**config.mk**
```make
export PLATFORM = sky130hd
export DESIGN_NAME = circular_list_engine_unit
export DESIGN_NICKNAME = d
export VERILOG_FILES = /design/src/hw/rtl/cle_pkg.sv /design/src/hw/rtl/cle_datapath.sv /design/src/hw/rtl/cle_control.sv /design/src/hw/rtl/circular_list_engine_unit.sv
export SDC_FILE = /design/constraint.sdc
export NUM_CORES = 1
export LEC_CHECK = 0
export ABC_AREA = 1
export BUFFER_PORTS_ARGS = -buffer_cell sky130_fd_sc_hd__buf_2
export CAP_MARGIN = 20
export CORE_MARGIN = 2
export CORE_UTILIZATION = 65
export DETAILED_ROUTE_END_ITERATION = 7
export PLACE_DENSITY = 0.83
export SLEW_MARGIN = 30
export SYNTH_ARGS = -nofsm -noshare
export SYNTH_HDL_FRONTEND = slang
export SYNTH_SLANG_ARGS = --single-unit
```
**constraint.sdc**
```tcl
create_clock -name clock -period 6.46 [get_ports clock]
set_input_delay 1.292 -clock clock [delete_from_list [all_inputs] [get_ports clock]]
set_output_delay 1.292 -clock clock [all_outputs]
set_load 0.02 [all_outputs]
```
**src/hw/rtl/cle_pkg.sv**
```systemverilog
// cle_pkg: shared types and constants for the circular list engine
// no dependencies
`timescale 1ns / 1ps
`default_nettype none
package cle_pkg;
   localparam int CapacityDefault = 16;

   localparam logic [2:0] ReqInsHead = 3'd0;
   localparam logic [2:0] ReqInsTail = 3'd1;
   localparam logic [2:0] ReqInsPos  = 3'd2;
   localparam logic [2:0] ReqDelVal  = 3'd3;
   localparam logic [2:0] ReqDelPos  = 3'd4;
   localparam logic [2:0] ReqFind    = 3'd5;
   localparam logic [2:0] ReqList    = 3'd6;
   localparam logic [2:0] ReqNone    = 3'd7;

   localparam logic [2:0] StOk       = 3'd0;
   localparam logic [2:0] StBadPos   = 3'd1;
   localparam logic [2:0] StNotFound = 3'd2;
   localparam logic [2:0] StFull     = 3'd3;
   localparam logic [2:0] StEmpty    = 3'd4;

   typedef enum logic [2:0] {
      S_IDLE, S_CHECK, S_WALK, S_READ, S_LINK, S_DONE
   } state_type;

   // controller to datapath
   typedef struct packed {
      logic load;      // capture request
      logic retarget;  // turn a value delete into a positional delete
      logic walk_init; // cursor to head
      logic walk_step; // cursor to next link
      logic rd;        // read element/link at cursor
      logic do_insert;
      logic do_remove;
      logic emit;      // drive one result
      logic [2:0] status;
      logic found;
      logic last;
      logic with_elem;
   } cmd_type;
endpackage
`default_nettype wire

```
**src/hw/rtl/cle_datapath.sv**
```systemverilog
// cle_datapath: element and link stores, head, count, free map, walk cursor
// depends on cle_pkg
`timescale 1ns / 1ps
`default_nettype none
module cle_datapath #(
   parameter int CAPACITY = cle_pkg::CapacityDefault
) (
   input  wire logic                          clock,
   input  wire logic                          reset,
   input  wire cle_pkg::cmd_type              cmd,
   input  wire logic [2:0]                    req_type,
   input  wire logic signed [31:0]            req_value,
   input  wire logic [6:0]                    req_position,
   output logic [2:0]                         op_ff,
   output logic [6:0]                         pos_ff,
   output logic [$clog2(CAPACITY+1)-1:0]      count_ff,
   output logic [$clog2(CAPACITY+1)-1:0]      step_ff,
   output logic                               match,
   output logic                               rsp_strobe,
   output logic [2:0]                         rsp_status,
   output logic signed [31:0]                 rsp_element,
   output logic                               rsp_found,
   output logic                               rsp_last
);
   localparam int IW = (CAPACITY > 1) ? $clog2(CAPACITY) : 1;
   localparam int CW = $clog2(CAPACITY + 1);

   logic signed [31:0] elem_mem [CAPACITY];
   logic [IW-1:0]      link_mem [CAPACITY];
   logic [IW-1:0]      head_ff, cur_ff, prev_ff, slot;
   logic [CAPACITY-1:0] free_ff;
   logic signed [31:0] value_ff, rd_elem_ff;
   logic [IW-1:0]      rd_link_ff;

   // lowest free slot
   always_comb begin
      slot = '0;
      for (int i = CAPACITY - 1; i >= 0; i--)
         if (free_ff[i]) slot = IW'(i);
   end

   assign match = (rd_elem_ff == value_ff);

   always_ff @(posedge clock) begin
      if (cmd.rd) begin
         rd_elem_ff <= elem_mem[cur_ff];
         rd_link_ff <= link_mem[cur_ff];
      end
      if (cmd.do_insert) begin
         elem_mem[slot] <= value_ff;
         if (count_ff == '0) link_mem[slot] <= slot;
         else begin
            link_mem[slot] <= rd_link_ff;
            link_mem[prev_ff] <= slot;
         end
      end
      if (cmd.do_remove) link_mem[prev_ff] <= link_mem[rd_link_ff];
   end

   always_ff @(posedge clock) begin
      if (reset) begin
         head_ff <= '0;
         count_ff <= '0;
         free_ff <= '1;
         rsp_strobe <= 1'b0;
      end else begin
         rsp_strobe <= cmd.emit;
         if (cmd.do_insert) begin
            free_ff[slot] <= 1'b0;
            count_ff <= count_ff + 1'b1;
            if (count_ff == '0 || pos_ff == 7'd1) head_ff <= slot;
         end
         if (cmd.do_remove) begin
            free_ff[rd_link_ff] <= 1'b1;
            count_ff <= count_ff - 1'b1;
            if (count_ff == CW'(1)) head_ff <= '0;
            else if (pos_ff == 7'd1) head_ff <= link_mem[rd_link_ff];
         end
      end
   end

   // walk cursor: prev trails cur by one link
   always_ff @(posedge clock) begin
      if (cmd.load) begin
         op_ff <= req_type;
         value_ff <= req_value;
         case (req_type)
            cle_pkg::ReqInsHead: pos_ff <= 7'd1;
            cle_pkg::ReqInsTail: pos_ff <= 7'(count_ff) + 7'd1;
            default:             pos_ff <= req_position;
         endcase
      end else if (cmd.retarget) begin
         // matched element sits at 1-based position step + 1
         op_ff <= cle_pkg::ReqDelPos;
         pos_ff <= 7'(step_ff) + 7'd1;
      end
      if (cmd.walk_init) begin
         cur_ff <= head_ff;
         step_ff <= '0;
      end else if (cmd.walk_step) begin
         prev_ff <= cur_ff;
         cur_ff <= rd_link_ff;
         step_ff <= step_ff + 1'b1;
      end
      if (cmd.emit) begin
         rsp_status <= cmd.status;
         rsp_found <= cmd.found;
         rsp_last <= cmd.last;
         rsp_element <= cmd.with_elem ? rd_elem_ff : 32'sd0;
      end
   end

   assert property (@(posedge clock) disable iff (reset)
      cmd.do_insert |-> count_ff < CW'(CAPACITY))
      else $error("insert into full store");
   assert property (@(posedge clock) disable iff (reset)
      cmd.do_remove |-> count_ff != '0)
      else $error("remove from empty list");
   assert property (@(posedge clock) disable iff (reset)
      !(cmd.do_insert && cmd.do_remove))
      else $error("insert and remove together");
endmodule
`default_nettype wire

```
**src/hw/rtl/cle_control.sv**
```systemverilog
// cle_control: request sequencer for the circular list engine
// depends on cle_pkg
`timescale 1ns / 1ps
`default_nettype none
module cle_control #(
   parameter int CAPACITY = cle_pkg::CapacityDefault
) (
   input  wire logic                          clock,
   input  wire logic                          reset,
   input  wire logic                          start,
   output logic                               busy,
   input  wire logic [2:0]                    req_type,
   input  wire logic [2:0]                    op_ff,
   input  wire logic [6:0]                    pos_ff,
   input  wire logic [$clog2(CAPACITY+1)-1:0] count_ff,
   input  wire logic [$clog2(CAPACITY+1)-1:0] step_ff,
   input  wire logic                          match,
   output cle_pkg::cmd_type                   cmd
);
   localparam int CW = $clog2(CAPACITY + 1);
   cle_pkg::state_type state_ff, state_in;
   logic [CW-1:0] target;
   logic [6:0] cnt7;

   assign cnt7 = 7'(count_ff);
   // walk target: prev of 0-based position p is (p==0 ? count-1 : p-1) links from head
   always_comb begin
      if (pos_ff == 7'd1) target = count_ff - 1'b1;
      else target = CW'(pos_ff - 7'd2);
   end

   always_ff @(posedge clock) begin
      if (reset) state_ff <= cle_pkg::S_IDLE;
      else state_ff <= state_in;
   end

   assign busy = (state_ff != cle_pkg::S_IDLE);

   always_comb begin
      state_in = state_ff;
      cmd = '0;
      unique case (state_ff)
         cle_pkg::S_IDLE: begin
            if (start && req_type != cle_pkg::ReqNone) begin
               cmd.load = 1'b1;
               state_in = cle_pkg::S_CHECK;
            end
         end
         cle_pkg::S_CHECK: begin
            cmd.walk_init = 1'b1;
            cmd.emit = 1'b1;
            cmd.last = 1'b1;
            state_in = cle_pkg::S_DONE;
            unique case (op_ff)
               cle_pkg::ReqInsHead, cle_pkg::ReqInsTail, cle_pkg::ReqInsPos: begin
                  if (count_ff == CW'(CAPACITY)) cmd.status = cle_pkg::StFull;
                  else if (pos_ff != 7'd1 && (pos_ff < 7'd2 || pos_ff > cnt7)
                           && op_ff == cle_pkg::ReqInsPos)
                     cmd.status = cle_pkg::StBadPos;
                  else if (count_ff == '0) begin
                     cmd.emit = 1'b0;
                     cmd.do_insert = 1'b1;
                     cmd.walk_init = 1'b0;
                  end else begin
                     cmd.emit = 1'b0;
                     state_in = cle_pkg::S_READ;
                  end
               end
               cle_pkg::ReqDelPos: begin
                  if (count_ff == '0) cmd.status = cle_pkg::StEmpty;
                  else if (pos_ff < 7'd1 || pos_ff > cnt7) cmd.status = cle_pkg::StBadPos;
                  else begin
                     cmd.emit = 1'b0;
                     state_in = cle_pkg::S_READ;
                  end
               end
               default: begin
                  if (count_ff == '0) cmd.status = cle_pkg::StEmpty;
                  else begin
                     cmd.emit = 1'b0;
                     state_in = cle_pkg::S_READ;
                  end
               end
            endcase
         end
         cle_pkg::S_READ: begin
            cmd.rd = 1'b1;
            state_in = cle_pkg::S_WALK;
         end
         cle_pkg::S_WALK: begin
            // rd data holds element and link of cursor at step_ff
            unique case (op_ff)
               cle_pkg::ReqFind, cle_pkg::ReqList, cle_pkg::ReqDelVal: begin
                  if (op_ff == cle_pkg::ReqList) begin
                     cmd.emit = 1'b1;
                     cmd.with_elem = 1'b1;
                     cmd.status = cle_pkg::StOk;
                     cmd.last = (step_ff == count_ff - 1'b1);
                     if (cmd.last) state_in = cle_pkg::S_DONE;
                     else begin
                        cmd.walk_step = 1'b1;
                        state_in = cle_pkg::S_READ;
                     end
                  end else if (match) begin
                     if (op_ff == cle_pkg::ReqFind) begin
                        cmd.emit = 1'b1;
                        cmd.last = 1'b1;
                        cmd.found = 1'b1;
                        cmd.status = cle_pkg::StOk;
                        state_in = cle_pkg::S_DONE;
                     end else begin
                        // re-walk to the predecessor as a positional delete
                        cmd.retarget = 1'b1;
                        cmd.walk_init = 1'b1;
                        state_in = cle_pkg::S_READ;
                     end
                  end else if (step_ff == count_ff - 1'b1) begin
                     cmd.emit = 1'b1;
                     cmd.last = 1'b1;
                     cmd.status = cle_pkg::StNotFound;
                     state_in = cle_pkg::S_DONE;
                  end else begin
                     cmd.walk_step = 1'b1;
                     state_in = cle_pkg::S_READ;
                  end
               end
               default: begin
                  // insert or positional delete: walk to predecessor
                  cmd.walk_step = 1'b1;
                  if (step_ff == target) state_in = cle_pkg::S_LINK;
                  else state_in = cle_pkg::S_READ;
               end
            endcase
         end
         cle_pkg::S_LINK: begin
            if (op_ff == cle_pkg::ReqDelPos) cmd.do_remove = 1'b1;
            else cmd.do_insert = 1'b1;
            cmd.emit = 1'b1;
            cmd.last = 1'b1;
            cmd.status = cle_pkg::StOk;
            state_in = cle_pkg::S_DONE;
         end
         cle_pkg::S_DONE: begin
            state_in = cle_pkg::S_IDLE;
         end
         default: state_in = cle_pkg::S_IDLE;
      endcase
      // insert into empty list finishes in check state
      if (state_ff == cle_pkg::S_CHECK && cmd.do_insert) begin
         cmd.emit = 1'b1;
         cmd.last = 1'b1;
         cmd.status = cle_pkg::StOk;
      end
   end

   assert property (@(posedge clock) disable iff (reset)
      cmd.emit && cmd.last |=> state_ff == cle_pkg::S_DONE || state_ff == cle_pkg::S_IDLE)
      else $error("final result without finishing");
   assert property (@(posedge clock) disable iff (reset)
      busy |-> !cmd.load)
      else $error("load while busy");
   assert property (@(posedge clock) disable iff (reset)
      cmd.found |-> cmd.emit && cmd.status == cle_pkg::StOk)
      else $error("found without ok result");
endmodule
`default_nettype wire

```
**src/hw/rtl/circular_list_engine_unit.sv**
```systemverilog
// circular_list_engine_unit: top level of the circular list engine
// depends on cle_pkg, cle_control, cle_datapath
//
// channel   direction  handshake
// request   in         start & !busy: req_type, req_value, req_position
// response  out        rsp_strobe: rsp_status, rsp_element, rsp_found, rsp_last
//
// a status-only request ends in the check state; otherwise find and list walk
// n list nodes, and insert and delete walk n nodes and then relink in S_LINK;
// n is at most CAPACITY, but a delete by value walks again from the head, so
// up to 2*CAPACITY nodes in all. the walk loop reads one element and link per
// node from the stores; list-all emits one result per element.
// reset clears head, count and free map; no clearing pass.
// results cannot be stalled; busy stays high until the request is done.
`timescale 1ns / 1ps
`default_nettype none
module circular_list_engine_unit #(
   parameter int CAPACITY = cle_pkg::CapacityDefault
) (
   input  wire logic               clock,
   input  wire logic               reset,
   input  wire logic               start,
   output logic                    busy,
   input  wire logic [2:0]         req_type,
   input  wire logic signed [31:0] req_value,
   input  wire logic [6:0]         req_position,
   output logic                    rsp_strobe,
   output logic [2:0]              rsp_status,
   output logic signed [31:0]      rsp_element,
   output logic                    rsp_found,
   output logic                    rsp_last
);
   localparam int CW = $clog2(CAPACITY + 1);
   cle_pkg::cmd_type cmd;
   logic [2:0] op_ff;
   logic [6:0] pos_ff;
   logic [CW-1:0] count_ff, step_ff;
   logic match;

   cle_control #(.CAPACITY(CAPACITY)) u_ctrl (
      .clock, .reset, .start, .busy, .req_type, .op_ff, .pos_ff,
      .count_ff, .step_ff, .match, .cmd
   );

   cle_datapath #(.CAPACITY(CAPACITY)) u_dp (
      .clock, .reset, .cmd, .req_type, .req_value, .req_position,
      .op_ff, .pos_ff, .count_ff, .step_ff, .match,
      .rsp_strobe, .rsp_status, .rsp_element, .rsp_found, .rsp_last
   );
endmodule
`default_nettype wire
```
### Word level (Yosys, flattened, before mapping)

Memories as Yosys holds them, arrays and structs flattened. A register that Yosys moved wholly into a read port is not among the register bits.
Cells that the tools add are included.

* register bits after elaboration: 121
* bits in writable memories: 576
* output and inout port bits: 39
* word-level logic and storage cells: 194
* memories: 2

* add/subtract/negate cells: 6
* order comparisons: 7
* equal/unequal tests: 20
* mux-type cells: 113
* bitwise gates (word level): 9
* reduce and logical (&&, ||, !) cells: 22

Memories
* u_dp.elem_mem: words 16, bits a word 32, rd ports 1, clocked after Yosys merged registers in 1, write ports 1, line cle_datapath.sv:28 `logic signed [31:0] elem_mem [CAPACITY];`
* u_dp.link_mem: words 16, bits a word 4, rd ports 2, clocked after Yosys merged registers in 1, write ports 2, line cle_datapath.sv:29 `logic [IW-1:0] link_mem [CAPACITY];`

Operators by type and width (number)
* 4-bit two-way mux: 29
* 3-bit two-way mux: 17
* 16-bit two-way mux: 3
* 1-bit two-way mux: 43
* 32-bit equality test: 1
* 7-bit two-way mux: 3
* 16-bit bitwise AND: 1
* 16-bit inverter: 1
* 16-bit OR: 1
* 5-bit two-way mux: 3
* 3-bit case mux with 5 select lines: 1
* 7-bit case mux with 2 select lines: 1
* 5-bit by 1-bit adder with 6-bit output (second input constant): 2
* 3-bit by 2-bit equality test with 1-bit output (second input constant): 4
* 3-bit equality test (second input constant): 4
* 4-bit case mux with 3 select lines: 1
* 5-bit by 1-bit adder with 5-bit output (second input constant): 2
* 5-bit equality test: 2
* 4-bit by 5-bit < comparator with 1-bit output (second input constant): 2
* 3-bit by 1-bit equality test with 1-bit output (second input constant): 3
* 3-bit zero test: 3
* 1-bit demux with 4-bit select: 2
* 4-bit by 1-bit greater-or-equal comparator with 1-bit output (second input constant): 2
* 2-bit two-way mux: 4
* 26 further kinds: 42

### Logic depth before layout (Yosys ltp)

* depth in word-level cells: 26
* depth in mapped cells: 20

### By module

Synthesis repeated with hierarchy kept, for this count alone.

* cells, all modules: 2642
* area, all modules: 31763.0 sq um

Modules (own cells, without submodules)
* cle_datapath: instances 1, cells an instance 2425, area an instance 30696.9 sq um, seq. area each 21610.7 sq um
* cle_control: instances 1, cells an instance 217, area an instance 1066.0 sq um, seq. area each 60.1 sq um

### Worst setup path before layout

No wires, ideal clock.

* path type: register -> register
* start: register u_dp.count_ff[4]
* end: memory u_dp.elem_mem[0][0], enable pin
* arrival time: 3.179 ns
* required time: 6.039 ns
* path slack: 2.860 ns
* stages on the path, launching flop included: 15
* buffers on the path: 0
* period minus slack after synthesis: 3.600 ns
* cell sequence: dfxtp_1 -> inv_1 -> ha_1 -> nand2_1 -> nor2_2 -> nand4_1 -> nand2_2 -> nand2_2 -> nand2_2 -> nand3_4 -> nand2_4 -> nand2_1 -> nor2_1 -> inv_1 -> nor2_1

* longest elaborated chain between the ends: 10
* elaborated cells between the ends (all ways): 13

Ends and longest elaborated chain
* from (decl): line cle_datapath.sv:16 `output logic [$clog2(CAPACITY+1)-1:0] count_ff,`
* from (signal assigned): line cle_datapath.sv:70 `count_ff <= count_ff + 1'b1;`
* from (signal assigned): line cle_datapath.sv:75 `count_ff <= count_ff - 1'b1;`
* 7-bit by 5-bit > comparator with 1-bit output: line cle_control.sv:57 `else if (pos_ff != 7'd1 && (pos_ff < 7'd2 || pos_ff > cnt7)`
* 1-bit logical OR: line cle_control.sv:57
* 1-bit logical AND: line cle_control.sv:57
* 1-bit logical AND: line cle_control.sv:58 `&& op_ff == cle_pkg::ReqInsPos)`
* 1-bit two-way mux: line cle_control.sv:57
* 1-bit two-way mux *: line cle_control.sv:56 `if (count_ff == CW'(CAPACITY)) cmd.status = cle_pkg::StFull;`
* 1-bit two-way mux *: line cle_control.sv:54 `unique case (op_ff)`
* 1-bit case mux with 2 select lines *: line cle_control.sv:42 `unique case (state_ff)`
* 1-bit two-way mux *: line cle_datapath.sv:49 `if (cmd.do_insert) begin`
* 1-bit two-way mux (implied by the code) *: line cle_datapath.sv:50 `elem_mem[slot] <= value_ff;`
* to (decl): line cle_datapath.sv:28

Every way passes the cells marked *; elsewhere a longest branch is shown, timed or not.

### Worst setup path after layout

* start: register u_dp.count_ff[2]
* end: memory u_dp.elem_mem[15][12], enable pin

Same word-level chain as after synthesis.

==> impl_results.md <==
* Status: complete, no violations
* Largest cells by area after synthesis: edfxtp_1, nand2_1, mux2i_1
* Starting DRT DRC Count at 2979
* P_leak at 12.9 nW
* Utilization after layout at 72.8%
* Share of layout cells above drive strength 1 at around 11%
* Gpl congestion at 0.981
* Drt total wl at 80.8 mm
* Filler cells at 2966
* Clk slew on worst S/H paths at about 0.060 ns
* Initial antenna violation count at 2
* Critical path launch point type: register
* Worst Clk Skew at roughly 0.026 ns
* Final Hold Viols at 0
* Pin count of the biggest net entering global routing at 183
* Area Overhead vs Synth at 10.0%
* Final Max Slew Viols at 0
* RSZ-0062 raised after global routing: no
* Die height at between 200 and 250 um
* Worst path required time at 6.74 ns
* Num CTS Buffers at between 70 and 80
* Final net count at 2717
* DRC at 0
* Initial DRT Pass Iterations at 6
* Starting Density at 66.2%
* Vias per cell at ~6.5
* Antenna cells at 0
* Number of I/O port buffers at 83
* Tmin final at between 3 and 4 ns
* Max-cap viol count at 0
* Least-Margin Pin Slew at 1.00 ns
* Core area at about 0.048 sq mm
* Synth area leader: edfxtp_1
* Clock sinks at 733
* Unique masters post-synth at 52
* Clock Root Buffer: clkbuf_16
* Clock Path Buffers at 3
* H-tree Lvls at 3
* Sequential standard cell area at 0.0217 sq mm
* Yosys warns at 0
* Rows at 80
* #FFs+latches synth at 733
* Post-Syn Instances at between 2000 and 3000
* Tot GR Track Use at between 30% and 40%
* Hold Crit Class: register to register
* Final ANT Viol Nets at 0
* Post-route setup slack at 2.63 ns
* # IOs at 84
* Period utilization at between 50% and 60%
* # Post-CTS Setup Buffers at 0
* F_max at 261 MHz
* Die area at 0.0506 sq mm
* Fin Hold WS at 0.473 ns
* Total power at 13.0 mW
* Fin Setup TNS at 0 ns
* Maximum VDD drop at 238 uV
* Worst setup EP type: register
* Critical Path Fanout Max at 19
* DP Wirelength at 44.4 mm
* Worst-case reg-to-reg path depth at 16
* Post-cts resize count at 0
* CTS Hold Bufs at 0
* Synth Cell Area at 0.0317 sq mm
* DR WL/cell at roughly 24 um
* Global-route wire length before repair at 122 mm
* Worst EP arrival at 4.12 ns
* Final setup violation count at 0
* Vias after detailed routing at roughly 22000
* Top cell type's share of synthesized area at 66.2%
* Worst-Skew Late Latency at 0.61 ns
* Chip width at 225 um
* Dpl ws at 2.65 ns
* CTS tree: done
* Critical setup path kind: register to register
* Seq/Total Area, Yosys at 68.3%
* Area occupied by multi-input gates at 0.00842 sq mm
* Mapped Nets at 2669
* Syn Area/Cell at 12.1 sq um
* Hold-critical path depth at 2
* Worst slew margin at 33.0%
* Pwr dens at 373 mW/mm^2
* Vias in the first global route at 21500
* Grt total ovfl at 0
area by class of cell:
cell class	instances	area share, %
Clock buffer	93	5.75
Clock inverter	37	0.914
Inverter	290	3.21
Multi-Input combinational cell	1460	24.1
Sequential cell	733	62.1
Tap cell	615	2.21
Timing Repair Buffer	102	1.68
Yosys cell counts (all sizes together):
cell / number
dfxtp: 34
clkinv: 10
xor2: 15
o211ai: 132
ha: 11
o21ai: 281
nand2: 344
a31oi: 3
mux2i: 124
a211oi: 1
o21bai: 1
nor3: 12
nor4: 3
nand4: 13
xnor2: 16
inv: 280
nor2: 155
clkbuf: 88
o21a: 2
o31ai: 3
a21oi: 160
nor3b: 1
or2: 15
o22ai: 9
edfxtp: 699
o221ai: 13
buf: 42
a22oi: 34
nand3: 111
o32ai: 1
state kept, by name, indices dropped and copies added (netlist names), 5 cells and up:
signal            flops
u_dp.free_ff         16
u_dp.value_ff        32
u_dp.rd_elem_ff      32
u_dp.step_ff          5
u_dp.link_mem        64
u_dp.count_ff         5
u_dp.elem_mem       512
u_dp.rsp_element     32
u_dp.pos_ff           7
cell families (layout without fill, tap and decap cells):
kind of cell	after synthesis	in the layout	share of synthesized area, %
AO/OA/AOI/OAI	640	640	11.9
XOR/XNOR	31	31	0.856
flip-flops	733	733	68.3
buffers and inverters	420	522	5.32
AND/OR/NAND/NOR	654	654	9.29
adder cells (fa/ha/maj)	11	11	0.434
multiplexers	124	124	3.91
critical path, stage by stage, from the launching register on:
cell and delay [ns]:
dfxtp_1 0.53, inv_1 0.14, ha_1 0.33, a21oi_1 0.14
o21ai_0 0.10, nand2_1 0.07, nand2_1 0.06, nand2_2 0.09
nand2_2 0.06, nand2_2 0.11, nand3_4 0.09, nand2_4 0.14
nand2_1 0.10, nor2_1 0.11, inv_1 0.19, nor2_4 0.83
buf_4 0.42
worst paths after layout:
check	startpoint	to	slack, ns
worst max register to register	u_dp.count_ff[2]	u_dp.elem_mem[15][12]	2.63
worst min register to register	u_dp.free_ff[13]	u_dp.free_ff[13]	0.47
worst min-delay path	u_dp.free_ff[13]	u_dp.free_ff[13]	0.47
worst max-delay path	u_dp.count_ff[2]	u_dp.elem_mem[15][12]	2.63
per-layer routing:
layer,routed length (um),vias up,GRT usage (%)
li1,-,9480,-
met1,29700,10300,42.1
met2,39100,1399,52.4
met3,8390,295,6.41
met4,3680,4,15.5
met5,26,-,0
power breakdown:
group	internal (mW)	total [mW]	switching [mW]	leakage, nW
combinational	0.835	2.88	2.04	5.19
sequential	5.72	5.97	0.250	6.59
clock	2.40	4.17	1.77	1.15
through the flow:
step / area [sq um] / std cells
after floorplan: 31700 / 2613
after global placement: 32500 / 3200
after detailed placement: 32600 / 3200
after CTS: 34900 / 3330
after global routing: 34900 / 3330
final: 34900 / 3330
cells in the final DEF (no fill, tap or decap), drive strengths merged:
master / instances
clkinv: 37
nand2: 344
edfxtp: 699
buf: 102
nand3: 111
mux2i: 124
o21ai: 281
nor4: 3
xnor2: 16
a211oi: 1
o31ai: 3
xor2: 15
o21a: 2
o32ai: 1
nand4: 13
o211ai: 132
o21bai: 1
a31oi: 3
o22ai: 9
nor3: 12
clkinvlp: 2
dfxtp: 34
a22oi: 34
nor2: 155
o221ai: 13
nor3b: 1
inv: 283
bufinv: 5
ha: 11
clkbuf: 93
a21oi: 160
or2: 15
Power figures use the tool's default switching activity.
